===== src/rtl/assert_macros.svh =====
// ----------------------------------------------------------------------------
// Assertion macros
// Shared concurrent assertion forms, clocked on i_clk, off during reset.
// ----------------------------------------------------------------------------
`ifndef ASSERT_MACROS_SVH
`define ASSERT_MACROS_SVH

// same-cycle implication
`define ASSERT_SAME(lbl, ante, cons, msg) \
    lbl: assert property (@(posedge i_clk) disable iff (!i_rst_n) (ante) |-> (cons)) \
        else $error(msg);

// next-cycle implication
`define ASSERT_NEXT(lbl, ante, cons, msg) \
    lbl: assert property (@(posedge i_clk) disable iff (!i_rst_n) (ante) |=> (cons)) \
        else $error(msg);

`endif


===== src/rtl/trdb_pkg.sv =====
// ----------------------------------------------------------------------------
// trdb_pkg
// Types and constants shared by the tape record deblocker modules.
// ----------------------------------------------------------------------------
`timescale 1ns / 1ps
`default_nettype none

package trdb_pkg;

    localparam int unsigned C_MAX_BLOCK = 65535;
    localparam int unsigned C_Q_DEPTH   = 4;
    localparam int unsigned C_Q_AW      = $clog2(C_Q_DEPTH);
    localparam int unsigned C_Q_CW      = $clog2(C_Q_DEPTH + 1);

    localparam logic [1:0] FMT_UNDEF = 2'd0;
    localparam logic [1:0] FMT_FIXED = 2'd1;
    localparam logic [1:0] FMT_VAR   = 2'd2;

    localparam logic REG_FORMAT = 1'b0;
    localparam logic REG_LENGTH = 1'b1;

    typedef enum logic [3:0] {
        PH_START   = 4'b0001,
        PH_DESC_LO = 4'b0010,
        PH_DATA    = 4'b0100,
        PH_SKIP    = 4'b1000
    } t_phase;

    typedef struct packed {
        logic [7:0] out_byte;
        logic       byte_valid;
        logic       record_end;
        logic       bad_block;
    } t_result;

    typedef struct packed {
        logic    valid;
        t_result data;
    } t_push;

endpackage

`default_nettype wire


===== src/rtl/trdb_front.sv =====
// ----------------------------------------------------------------------------
// trdb_front
// Accepts block bytes, tracks block and record position, classifies each
// beat and pushes at most one result into the queue.
// ----------------------------------------------------------------------------
`timescale 1ns / 1ps
`default_nettype none

module trdb_front (
    input  wire logic             i_clk,
    input  wire logic             i_rst_n,
    input  wire logic             i_cfg_we,
    input  wire logic             i_cfg_idx,
    input  wire logic [15:0]      i_cfg_data,
    input  wire logic             i_valid,
    input  wire logic [7:0]       i_data_byte,
    input  wire logic [15:0]      i_block_length,
    input  wire logic             i_full,
    output trdb_pkg::t_push       o_push
);
    import trdb_pkg::*;

    logic [1:0]  r_format;
    logic [15:0] r_rec_len;
    logic [15:0] r_pos, n_pos;
    logic [15:0] r_rem, n_rem;
    logic [7:0]  r_dh, n_dh;
    t_phase      r_phase, n_phase;
    logic        r_halted, n_halted;

    logic        w_accept;
    logic [15:0] w_len;
    logic [16:0] w_pos_inc;
    logic        w_last;
    logic        w_err;
    logic [15:0] w_rem_base;
    logic [15:0] w_rlen;
    logic [16:0] w_span;
    logic [7:0]  w_dh_dec;
    t_push       w_push;

    assign w_accept  = i_valid && !i_full;
    assign w_len     = (32'(i_block_length) > C_MAX_BLOCK) ? 16'(C_MAX_BLOCK)
                                                           : i_block_length;
    assign w_pos_inc = {1'b0, r_pos} + 17'd1;
    assign w_last    = w_pos_inc >= {1'b0, w_len};
    assign w_rem_base = (r_phase != PH_DATA) ? r_rec_len : r_rem;
    assign w_rlen    = {r_dh, i_data_byte};
    assign w_span    = {1'b0, r_pos} - 17'd1 + {1'b0, w_rlen};
    assign w_dh_dec  = r_dh - 8'd1;

    always_comb begin
        n_pos    = r_pos;
        n_rem    = r_rem;
        n_dh     = r_dh;
        n_phase  = r_phase;
        n_halted = r_halted;
        w_err    = 1'b0;
        w_push   = '0;
        if (w_accept && !r_halted) begin
            case (r_format)
                FMT_FIXED: begin
                    n_rem = w_rem_base - 16'd1;
                    w_push.valid           = 1'b1;
                    w_push.data.out_byte   = i_data_byte;
                    w_push.data.byte_valid = 1'b1;
                    if ((n_rem == 16'd0) || w_last) begin
                        w_push.data.record_end = 1'b1;
                        n_phase = PH_START;
                    end else begin
                        n_phase = PH_DATA;
                    end
                end
                FMT_VAR: begin
                    if (r_pos == 16'd0) begin
                        w_err   = (w_len < 16'd8);
                        n_phase = PH_START;
                    end else if (r_pos < 16'd4) begin
                        n_phase = PH_START;
                    end else begin
                        unique case (r_phase)
                            PH_START: begin
                                if (({1'b0, r_pos} + 17'd4) > {1'b0, w_len}) begin
                                    w_err = 1'b1;
                                end else begin
                                    n_dh    = i_data_byte;
                                    n_phase = PH_DESC_LO;
                                end
                            end
                            PH_DESC_LO: begin
                                if ((w_rlen < 16'd4) || (w_span > {1'b0, w_len})) begin
                                    w_err = 1'b1;
                                end else begin
                                    n_rem   = w_rlen - 16'd4;
                                    n_dh    = 8'd2;
                                    n_phase = PH_SKIP;
                                end
                            end
                            PH_SKIP: begin
                                n_dh = w_dh_dec;
                                if (w_dh_dec == 8'd0) begin
                                    if (r_rem == 16'd0) begin
                                        w_push.valid           = 1'b1;
                                        w_push.data.record_end = 1'b1;
                                        n_phase = PH_START;
                                    end else begin
                                        n_phase = PH_DATA;
                                    end
                                end
                            end
                            PH_DATA: begin
                                n_rem = r_rem - 16'd1;
                                w_push.valid           = 1'b1;
                                w_push.data.out_byte   = i_data_byte;
                                w_push.data.byte_valid = 1'b1;
                                if ((n_rem == 16'd0) || w_last) begin
                                    w_push.data.record_end = 1'b1;
                                    n_phase = PH_START;
                                end
                            end
                            default: n_phase = PH_START;
                        endcase
                    end
                end
                default: begin
                    w_push.valid           = 1'b1;
                    w_push.data.out_byte   = i_data_byte;
                    w_push.data.byte_valid = 1'b1;
                    w_push.data.record_end = w_last;
                    n_phase = PH_START;
                end
            endcase
            if (w_err) begin
                // report once, then halt
                w_push        = '0;
                w_push.valid  = 1'b1;
                w_push.data.bad_block = 1'b1;
                n_halted      = 1'b1;
                n_pos         = r_pos;
                n_phase       = r_phase;
            end else if (w_last) begin
                n_pos   = 16'd0;
                n_phase = PH_START;
            end else begin
                n_pos = w_pos_inc[15:0];
            end
        end
    end

    always_ff @(posedge i_clk) begin
        if (!i_rst_n) begin
            r_format  <= FMT_UNDEF;
            r_rec_len <= 16'd80;
            r_pos     <= '0;
            r_rem     <= '0;
            r_dh      <= '0;
            r_phase   <= PH_START;
            r_halted  <= 1'b0;
        end else begin
            if (i_cfg_we) begin
                unique case (i_cfg_idx)
                    REG_FORMAT: r_format  <= i_cfg_data[1:0];
                    REG_LENGTH: r_rec_len <= i_cfg_data;
                    default: ;
                endcase
            end
            r_pos    <= n_pos;
            r_rem    <= n_rem;
            r_dh     <= n_dh;
            r_phase  <= n_phase;
            r_halted <= n_halted;
        end
    end

    assign o_push = w_push;

endmodule

`default_nettype wire


===== src/rtl/trdb_queue.sv =====
// ----------------------------------------------------------------------------
// trdb_queue
// Short result queue; its head drives the output channel.
// ----------------------------------------------------------------------------
`timescale 1ns / 1ps
`default_nettype none

module trdb_queue (
    input  wire logic             i_clk,
    input  wire logic             i_rst_n,
    input  wire trdb_pkg::t_push  i_push,
    output logic                  o_full,
    output logic                  o_valid,
    input  wire logic             i_stall,
    output trdb_pkg::t_result     o_head
);
    import trdb_pkg::*;

    t_result                 r_mem [C_Q_DEPTH];
    logic [C_Q_AW-1:0]       r_wr_ptr;
    logic [C_Q_AW-1:0]       r_rd_ptr;
    logic [C_Q_CW-1:0]       r_count, n_count;
    logic                    w_pop;

    assign o_full  = (r_count == C_Q_CW'(C_Q_DEPTH));
    assign o_valid = (r_count != '0);
    assign o_head  = r_mem[r_rd_ptr];
    assign w_pop   = o_valid && !i_stall;

    always_comb begin
        n_count = r_count;
        if (i_push.valid && !w_pop) begin
            n_count = r_count + C_Q_CW'(1);
        end else if (!i_push.valid && w_pop) begin
            n_count = r_count - C_Q_CW'(1);
        end
    end

    always_ff @(posedge i_clk) begin
        if (i_push.valid) begin
            r_mem[r_wr_ptr] <= i_push.data;
        end
    end

    always_ff @(posedge i_clk) begin
        if (!i_rst_n) begin
            r_wr_ptr <= '0;
            r_rd_ptr <= '0;
            r_count  <= '0;
        end else begin
            if (i_push.valid) begin
                r_wr_ptr <= r_wr_ptr + C_Q_AW'(1);
            end
            if (w_pop) begin
                r_rd_ptr <= r_rd_ptr + C_Q_AW'(1);
            end
            r_count <= n_count;
        end
    end

endmodule

`default_nettype wire


===== src/rtl/tape_record_deblocker.sv =====
// ----------------------------------------------------------------------------
// tape_record_deblocker
// Splits tape blocks into logical records (undefined, fixed, variable).
// ----------------------------------------------------------------------------
// Takes one block byte per cycle and gives at most one result beat per byte.
// The front end decides each beat in the cycle it is accepted and writes the
// result into a four-entry queue to be offered from its head; the input
// stalls only while that queue is full. A corrupt block gives a single beat
// with bad_block set, after which bytes are taken and dropped until reset.
// Configuration is written through i_cfg_we/i_cfg_idx/i_cfg_data.
`timescale 1ns / 1ps
`default_nettype none

`include "assert_macros.svh"

module tape_record_deblocker (
    input  wire logic        i_clk,
    input  wire logic        i_rst_n,
    input  wire logic        i_cfg_we,
    input  wire logic        i_cfg_idx,
    input  wire logic [15:0] i_cfg_data,
    input  wire logic        i_valid,
    output logic             o_stall,
    input  wire logic [7:0]  i_data_byte,
    input  wire logic [15:0] i_block_length,
    output logic             o_valid,
    input  wire logic        i_stall,
    output logic [7:0]       o_out_byte,
    output logic             o_byte_valid,
    output logic             o_record_end,
    output logic             o_bad_block
);
    import trdb_pkg::*;

    t_push   w_push;
    t_result w_head;
    logic    w_full;

    trdb_front u_front (
        .i_clk          (i_clk),
        .i_rst_n        (i_rst_n),
        .i_cfg_we       (i_cfg_we),
        .i_cfg_idx      (i_cfg_idx),
        .i_cfg_data     (i_cfg_data),
        .i_valid        (i_valid),
        .i_data_byte    (i_data_byte),
        .i_block_length (i_block_length),
        .i_full         (w_full),
        .o_push         (w_push)
    );

    trdb_queue u_queue (
        .i_clk   (i_clk),
        .i_rst_n (i_rst_n),
        .i_push  (w_push),
        .o_full  (w_full),
        .o_valid (o_valid),
        .i_stall (i_stall),
        .o_head  (w_head)
    );

    assign o_stall      = w_full;
    assign o_out_byte   = w_head.out_byte;
    assign o_byte_valid = w_head.byte_valid;
    assign o_record_end = w_head.record_end;
    assign o_bad_block  = w_head.bad_block;

    `ASSERT_SAME(a_no_push_full, w_push.valid, !w_full, "push into full queue")
    `ASSERT_NEXT(a_halt_after_bad, w_push.valid && w_push.data.bad_block, !w_push.valid,
                 "result after bad block")
    `ASSERT_SAME(a_empty_rec_end, w_push.valid && !w_push.data.byte_valid
                 && !w_push.data.bad_block, w_push.data.record_end,
                 "dataless beat without record end")

endmodule

`default_nettype wire

===== config.mk =====
export PLATFORM = sky130hd
export DESIGN_NAME = tape_record_deblocker
export DESIGN_NICKNAME = d
export VERILOG_FILES = /design/src/rtl/trdb_pkg.sv /design/src/rtl/trdb_front.sv /design/src/rtl/trdb_queue.sv /design/src/rtl/tape_record_deblocker.sv
export VERILOG_INCLUDE_DIRS = /design/src /design/src/rtl
export SDC_FILE = /design/constraint.sdc
export NUM_CORES = 1
export LEC_CHECK = 0
export BUFFER_PORTS_ARGS = -buffer_cell sky130_fd_sc_hd__buf_2
export CORE_MARGIN = 10
export CORE_UTILIZATION = 33
export DETAILED_ROUTE_END_ITERATION = 8
export PLACE_DENSITY_LB_ADDON = 0.2
export RECOVER_POWER = 100
export SLEW_MARGIN = 0
export SYNTH_ARGS = -nofsm -noshare
export SYNTH_HDL_FRONTEND = slang
export SYNTH_HIERARCHICAL = 1
export SYNTH_SLANG_ARGS = --single-unit

===== constraint.sdc =====
create_clock -name i_clk -period 7.64 [get_ports i_clk]
set_input_delay 1.528 -clock i_clk [delete_from_list [all_inputs] [get_ports i_clk]]
set_output_delay 1.528 -clock i_clk [all_outputs]
set_load 0.005 [all_outputs]

Yosys cells after proc, flatten, opt, wreduce, memory -nomap -nowiden
Memory sizes are Yosys's and may differ from the RTL's. A register that Yosys moved wholly into a read port is not among the register bits.
Cells that the tools add are included.
{ "word_totals": {"reg_bits": 70, "ramBits": 44, "inputBits": 46, "output_inout_bits": 13, "elab_cells": 126, "mem_count": 1} }
{ "classes": {"n_addsub": 12, "order_cmp": 6, "eq_ne": 18, "muxes": 46, "bitwise_logic": 4, "n_reduce_logical": 29} }
{ "mem_list": {"columns": ["memory", "words", "word_bits", "read_ports", "rd_clocked_by_memory_dff", "wr", "line_no", "text"], "rows": [
  ["u_queue.r_mem", 4, 11, 1, 1, 1, "trdb_queue.sv:19", "t_result r_mem [C_Q_DEPTH];"]
]} }
{ "ops": {"columns": ["cell", "count"], "rows": [
  ["$mux W16", 5],
  ["$logic_not A16 Y1", 4],
  ["$pmux W16 S2", 2],
  ["$gt A17 B16 Y1", 2],
  ["$lt A16 B3 Y1 const B", 2],
  ["$sub A16 B1 Y16 const B", 2],
  ["$mux W4", 7],
  ["$mux W12", 2],
  ["$pmux W8 S3", 1],
  ["$mux W11", 2],
  ["$pmux W11 S2", 1],
  ["$add A16 B1 Y17 const B", 1],
  ["$add A16 B3 Y17 const B", 1],
  ["$add A17 B16 Y17", 1],
  ["$ge A17 B16 Y1", 1],
  ["$sub A16 B1 Y17 const B", 1],
  ["$lt A16 B4 Y1 const B", 1],
  ["$mux W8", 2],
  ["$pmux W4 S4", 1],
  ["$sub A16 B3 Y16 const B", 1],
  ["$mux W1", 12],
  ["$mux W3", 4],
  ["$ne A6 B2 Y1 const B", 2],
  ["$ne A6 B3 Y1 const B", 2],
  ["other kinds (29)", 55]
]} }

Logic depth before layout (Yosys ltp)
{ "logic_depth": {"word_depth": 16, "ltp_mapped": 29, "mapped_depth_nobuf": 29} }

Cells and area by module
The synthesis kept the hierarchy.
{ "by_module_without_submodules": {"columns": ["module", "n_inst", "cells_each", "area_per_inst_um2", "seq_area_each_um2"], "rows": [
  ["trdb_front", 1, 1016, 7327.0, 1261.2],
  ["trdb_queue", 1, 103, 2057.0, 1501.4]
]} }

Least setup slack after synthesis
No wires, ideal clock.
{ "synth_timing": {"path_kind": "input port to flip-flop", "start": "input port i_data_byte[1]", "end": "register u_queue.r_count[2]", "setup_ns": 0.070, "arrival_time_ns": 6.286, "required_time_ns": 7.570, "path_slack_ns": 1.284, "cell_stages": 28, "path_buffers": 0, "cell_sequence": "inv_1 -> ha_1 -> inv_1 -> ha_1 -> inv_1 -> fa_1 -> nor2b_1 -> o21ai_0 -> nand2_1 -> a21o_1 -> a21oi_1 -> o21bai_1 -> a21oi_1 -> o311ai_0 -> ha_1 -> nand4_1 -> nor4_1 -> a22oi_1 -> o21ai_0 -> a31oi_1 -> nor3_1 -> a31oi_1 -> ha_1 -> inv_1 -> fa_1 -> xor2_1 -> or3_1 -> a21boi_1"} }
{ "synth_lines": {"columns": ["item", "line_no", "text"], "rows": [
  ["start, declared", "tape_record_deblocker.sv:24", "input wire logic [7:0] i_data_byte,"],
  ["end signal, assigned", "trdb_queue.sv:57", "r_count <= n_count;"],
  ["end, declared", "trdb_queue.sv:22", "logic [C_Q_CW-1:0] r_count, n_count;"]
]} }

==> flow_metrics.py <==
metrics = {
    "outcome": {
        "status": "complete, but fails checks",
        "violations": "capacitance limit, slew limit",
    },
    "placement": {
        "preCtsSetupSlack_ns": 0.291,
        "placed_cells": 1514,
        "place_congestion": 0.860,
        "dpl.hpwl_um": 21200,
        "numPortBuffers": 58,
    },
    "clock_network": {
        "cts-root-buf": "sky130_fd_sc_hd__clkbuf_16",
        "holdBufCountCts": 0,
        "max-clock-path-buffers": 2,
        "post_cts_resized": 0,
        "clkSinkCount": 116,
        "htreeDepth": 4,
        "tritoncts.num_buffers": 17,
        "clk-insertion-delay-late_ns": 0.43,
        "clock_transition_at_the_registers_of_the_reported_paths_ns": 0.06,
        "cts_tree": "yes",
        "post_cts_buffers": 0,
    },
    "power_and_ir_drop": {
        "p_total_w": 0.00213,
        "irDropWorstVdd_v": 0.000123,
        "total_leakage_power_nw": 4.35,
        "power-per-cell-area_nw_per_um2": 200,
    },
    "route": {
        "vias": 8162,
        "antenna_left": 0,
        "drc": 0,
        "wire_per_inst_um": 17.8,
        "routed_wl_met2_um": 12300,
        "route.final.wire_length_um": 27600,
        "route.met3.wl_um": 1500,
        "first_iter_violations": 762,
        "drt-vias-per-instance": 5.28,
        "highest_layer": "met4",
        "wirelength_met1_um": 13200,
        "first_pass_iters": 8,
    },
    "floorplanning": {
        "dieHeight_um": 189,
        "row_count": 61,
        "die_wd_um": 189,
        "floorplan.io_pins": 59,
        "floorplan.core_area_um2": 27900,
        "die_area_um2": 35600,
        "initial_core_util": 0.336,
    },
    "timing": {
        "timing.final.max_slew_violations": 44,
        "timing.final.setup_violations": 0,
        "setup_slack_ns": 0.674,
        "max_slew.worst_pin.slew_ns": 1.97,
        "grt_setup_unrepaired": "no",
        "finalCriticalPeriod_ns": 6.97,
        "finalCritPeriodShare": 0.912,
        "setup-tns-final_ns": 0,
        "worst_slew_margin_rel": -0.311,
        "finalClockSkew_ns": 0.00989,
        "fmax_mhz": 144,
        "timing.final.hold_violations": 0,
    },
    "synthesis": {
        "average_cell_area_after_synthesis_um2": 8.39,
        "post-synth-top-area-fraction": 0.154,
        "yosys.cell_count.top_type": "sky130_fd_sc_hd__nand2_1",
        "syn-num-nets": 1266,
        "netlist_instances": 1119,
        "yosys-top-cells-area": "sky130_fd_sc_hd__dfxtp_1 15%, sky130_fd_sc_hd__edfxtp_1 14%, sky130_fd_sc_hd__ha_1 13%, sky130_fd_sc_hd__xnor2_1 5.8%, sky130_fd_sc_hd__nand2_1 4.4%",
        "synth.cell_area_um2": 9380,
        "synth_seq_cells": 116,
        "synth_edf_count": 44,
        "async_flop_share": 0,
        "synth_warnings": 6,
        "synth_seq_area_share": 0.294,
        "count_of_different_cell_masters_after_synthesis": 72,
        "synth_ff_type": "sky130_fd_sc_hd__dfxtp_1",
        "synth_commonest_cells": "110 x sky130_fd_sc_hd__nand2_1, 103 x sky130_fd_sc_hd__inv_1, 99 x sky130_fd_sc_hd__ha_1, 75 x sky130_fd_sc_hd__nor2_1, 72 x sky130_fd_sc_hd__dfxtp_1",
        "post-synth-top-area-cell": "sky130_fd_sc_hd__dfxtp_1",
    },
    "global_route": {
        "grt_first_pass_wirelength_um": 44300,
        "via_count_of_the_first_global_routing_pass": 7977,
        "grt_start_max_net_pins": 44,
        "antenna_violations_before_repair": 0,
        "overflow": 0,
        "grt.total_usage": 0.155,
    },
    "setup_path": {
        "delay_of_the_slowest_cell_on_the_worst_path_ns": 0.49,
        "type_of_destination_of_the_critical_path": "flip-flop",
        "worst-endpoint-arrival_ns": 7.31,
        "cpMaxStageDelayCell": "sky130_fd_sc_hd__a31oi_1",
        "critical_path_required_ns": 7.98,
        "cell_type_group_with_the_largest_total_delay_on_the_critical_path": "compound AO/OA/AOI/OAI gates",
        "worstSetupPathType": "in -> reg",
        "critical_path_peak_fanout": 7,
        "crit_buf_inv": 5,
        "startpoint_type": "input port",
    },
    "cells_and_area": {
        "finished_layout_cells": 1546,
        "layout-area-overhead-vs-synth_pct": 13.2,
        "drive_gt1_frac": 0.0933,
        "antenna_diodes": 0,
        "final_stage_net_count": 1302,
        "layout.core_utilization": 0.380,
    },
    "min_path": {
        "min-delay-path-class": "reg -> reg",
    },
    "run": {
        "drv.max_cap_violation_count": 1,
    },
}
[metrics by stage]
stage	area (um^2)	hold slack (ns)
after detailed placement	10000	0.450
after global placement	10000	0.441
final	10600	0.459
after floorplan	9380	0.433
after CTS	10700	0.464
after global routing	10600	0.505
[cell type report]
class                           count  area, um^2
Tap cell                          378         473
Multi-Input combinational cell    849        6040
Timing Repair Buffer               68         337
Clock buffer                       17         425
Inverter                          103         387
Sequential cell                   116        2760
Clock inverter                     15         195
Fill cell                        2955       17300
[layout by cell type, fill, tap and decap left out, drive strengths merged, types with 24 or more instances in the layout]
| cell | instances |
|---|---|
| clkbuf | 35 |
| dfxtp | 72 |
| buf | 50 |
| nand2 | 110 |
| edfxtp | 44 |
| nor3 | 28 |
| mux2i | 24 |
| o21ai | 59 |
| inv | 108 |
| nand3 | 35 |
| ha | 99 |
| a21oi | 68 |
| xnor2 | 62 |
| nor2 | 75 |
[worst register-to-register path, delay by kind of cell (launching register included)]
| kind | cells | cell delay (ns) |
|---|---|---|
| AO/OA/AOI/OAI | 11 | 2.48 |
| XOR/XNOR | 1 | 0.16 |
| adder cells (fa/ha/maj) | 6 | 1.85 |
| buffers and inverters | 4 | 0.30 |
| flip-flops | 1 | 0.46 |
| AND/OR/NAND/NOR | 6 | 0.91 |
[metal layers]
metal	vias up	GRT usage
met4	0	0.0479
met5	-	0
li1	4053	-
met2	260	0.237
met3	33	0.0281
met1	3816	0.215
[cells by family (layout without fill, tap and decap cells)]
logic type / Yosys count / in the layout / share of synthesized area
and+or+nand+nor: 395 / 395 / 0.216
xor gates and xnor gates: 83 / 83 / 0.0775
buffers and inverters: 154 / 203 / 0.0628
AOI/OAI and AO/OA: 234 / 234 / 0.159
DFF: 116 / 116 / 0.294
adders and majority gates: 101 / 101 / 0.136
muxes: 36 / 36 / 0.0540
[power breakdown]
part	internal [W]	switching [W]
clock network	0.000522	0.000335
registers	0.000700	0.0000507
logic	0.000225	0.000293
total	0.00145	0.000679
[sequential cells by signal (all words and copies together) (netlist names), 3 cells and up, named ones only]
name and flops:
u_front/r_dh 8, u_front/r_phase 4, u_front/r_pos 16, u_front/r_rec_len 16
u_front/r_rem 16, u_queue/r_count 3, u_queue/r_mem 44
[worst paths after layout]
| kind | slack, ns | start | cells past startpoint | endpoint |
|---|---|---|---|---|
| worst max-delay path | 0.67 | i_data_byte[1] | 29 | u_queue/r_count[2] |
| worst min-delay path | 0.46 | u_front/r_halted | 1 | u_front/r_halted |
| worst max register to register | 1.41 | u_front/r_pos[1] | 28 | u_queue/r_count[2] |
| worst min register to register | 0.46 | u_front/r_halted | 1 | u_front/r_halted |
(Power assumes the default switching activity.)
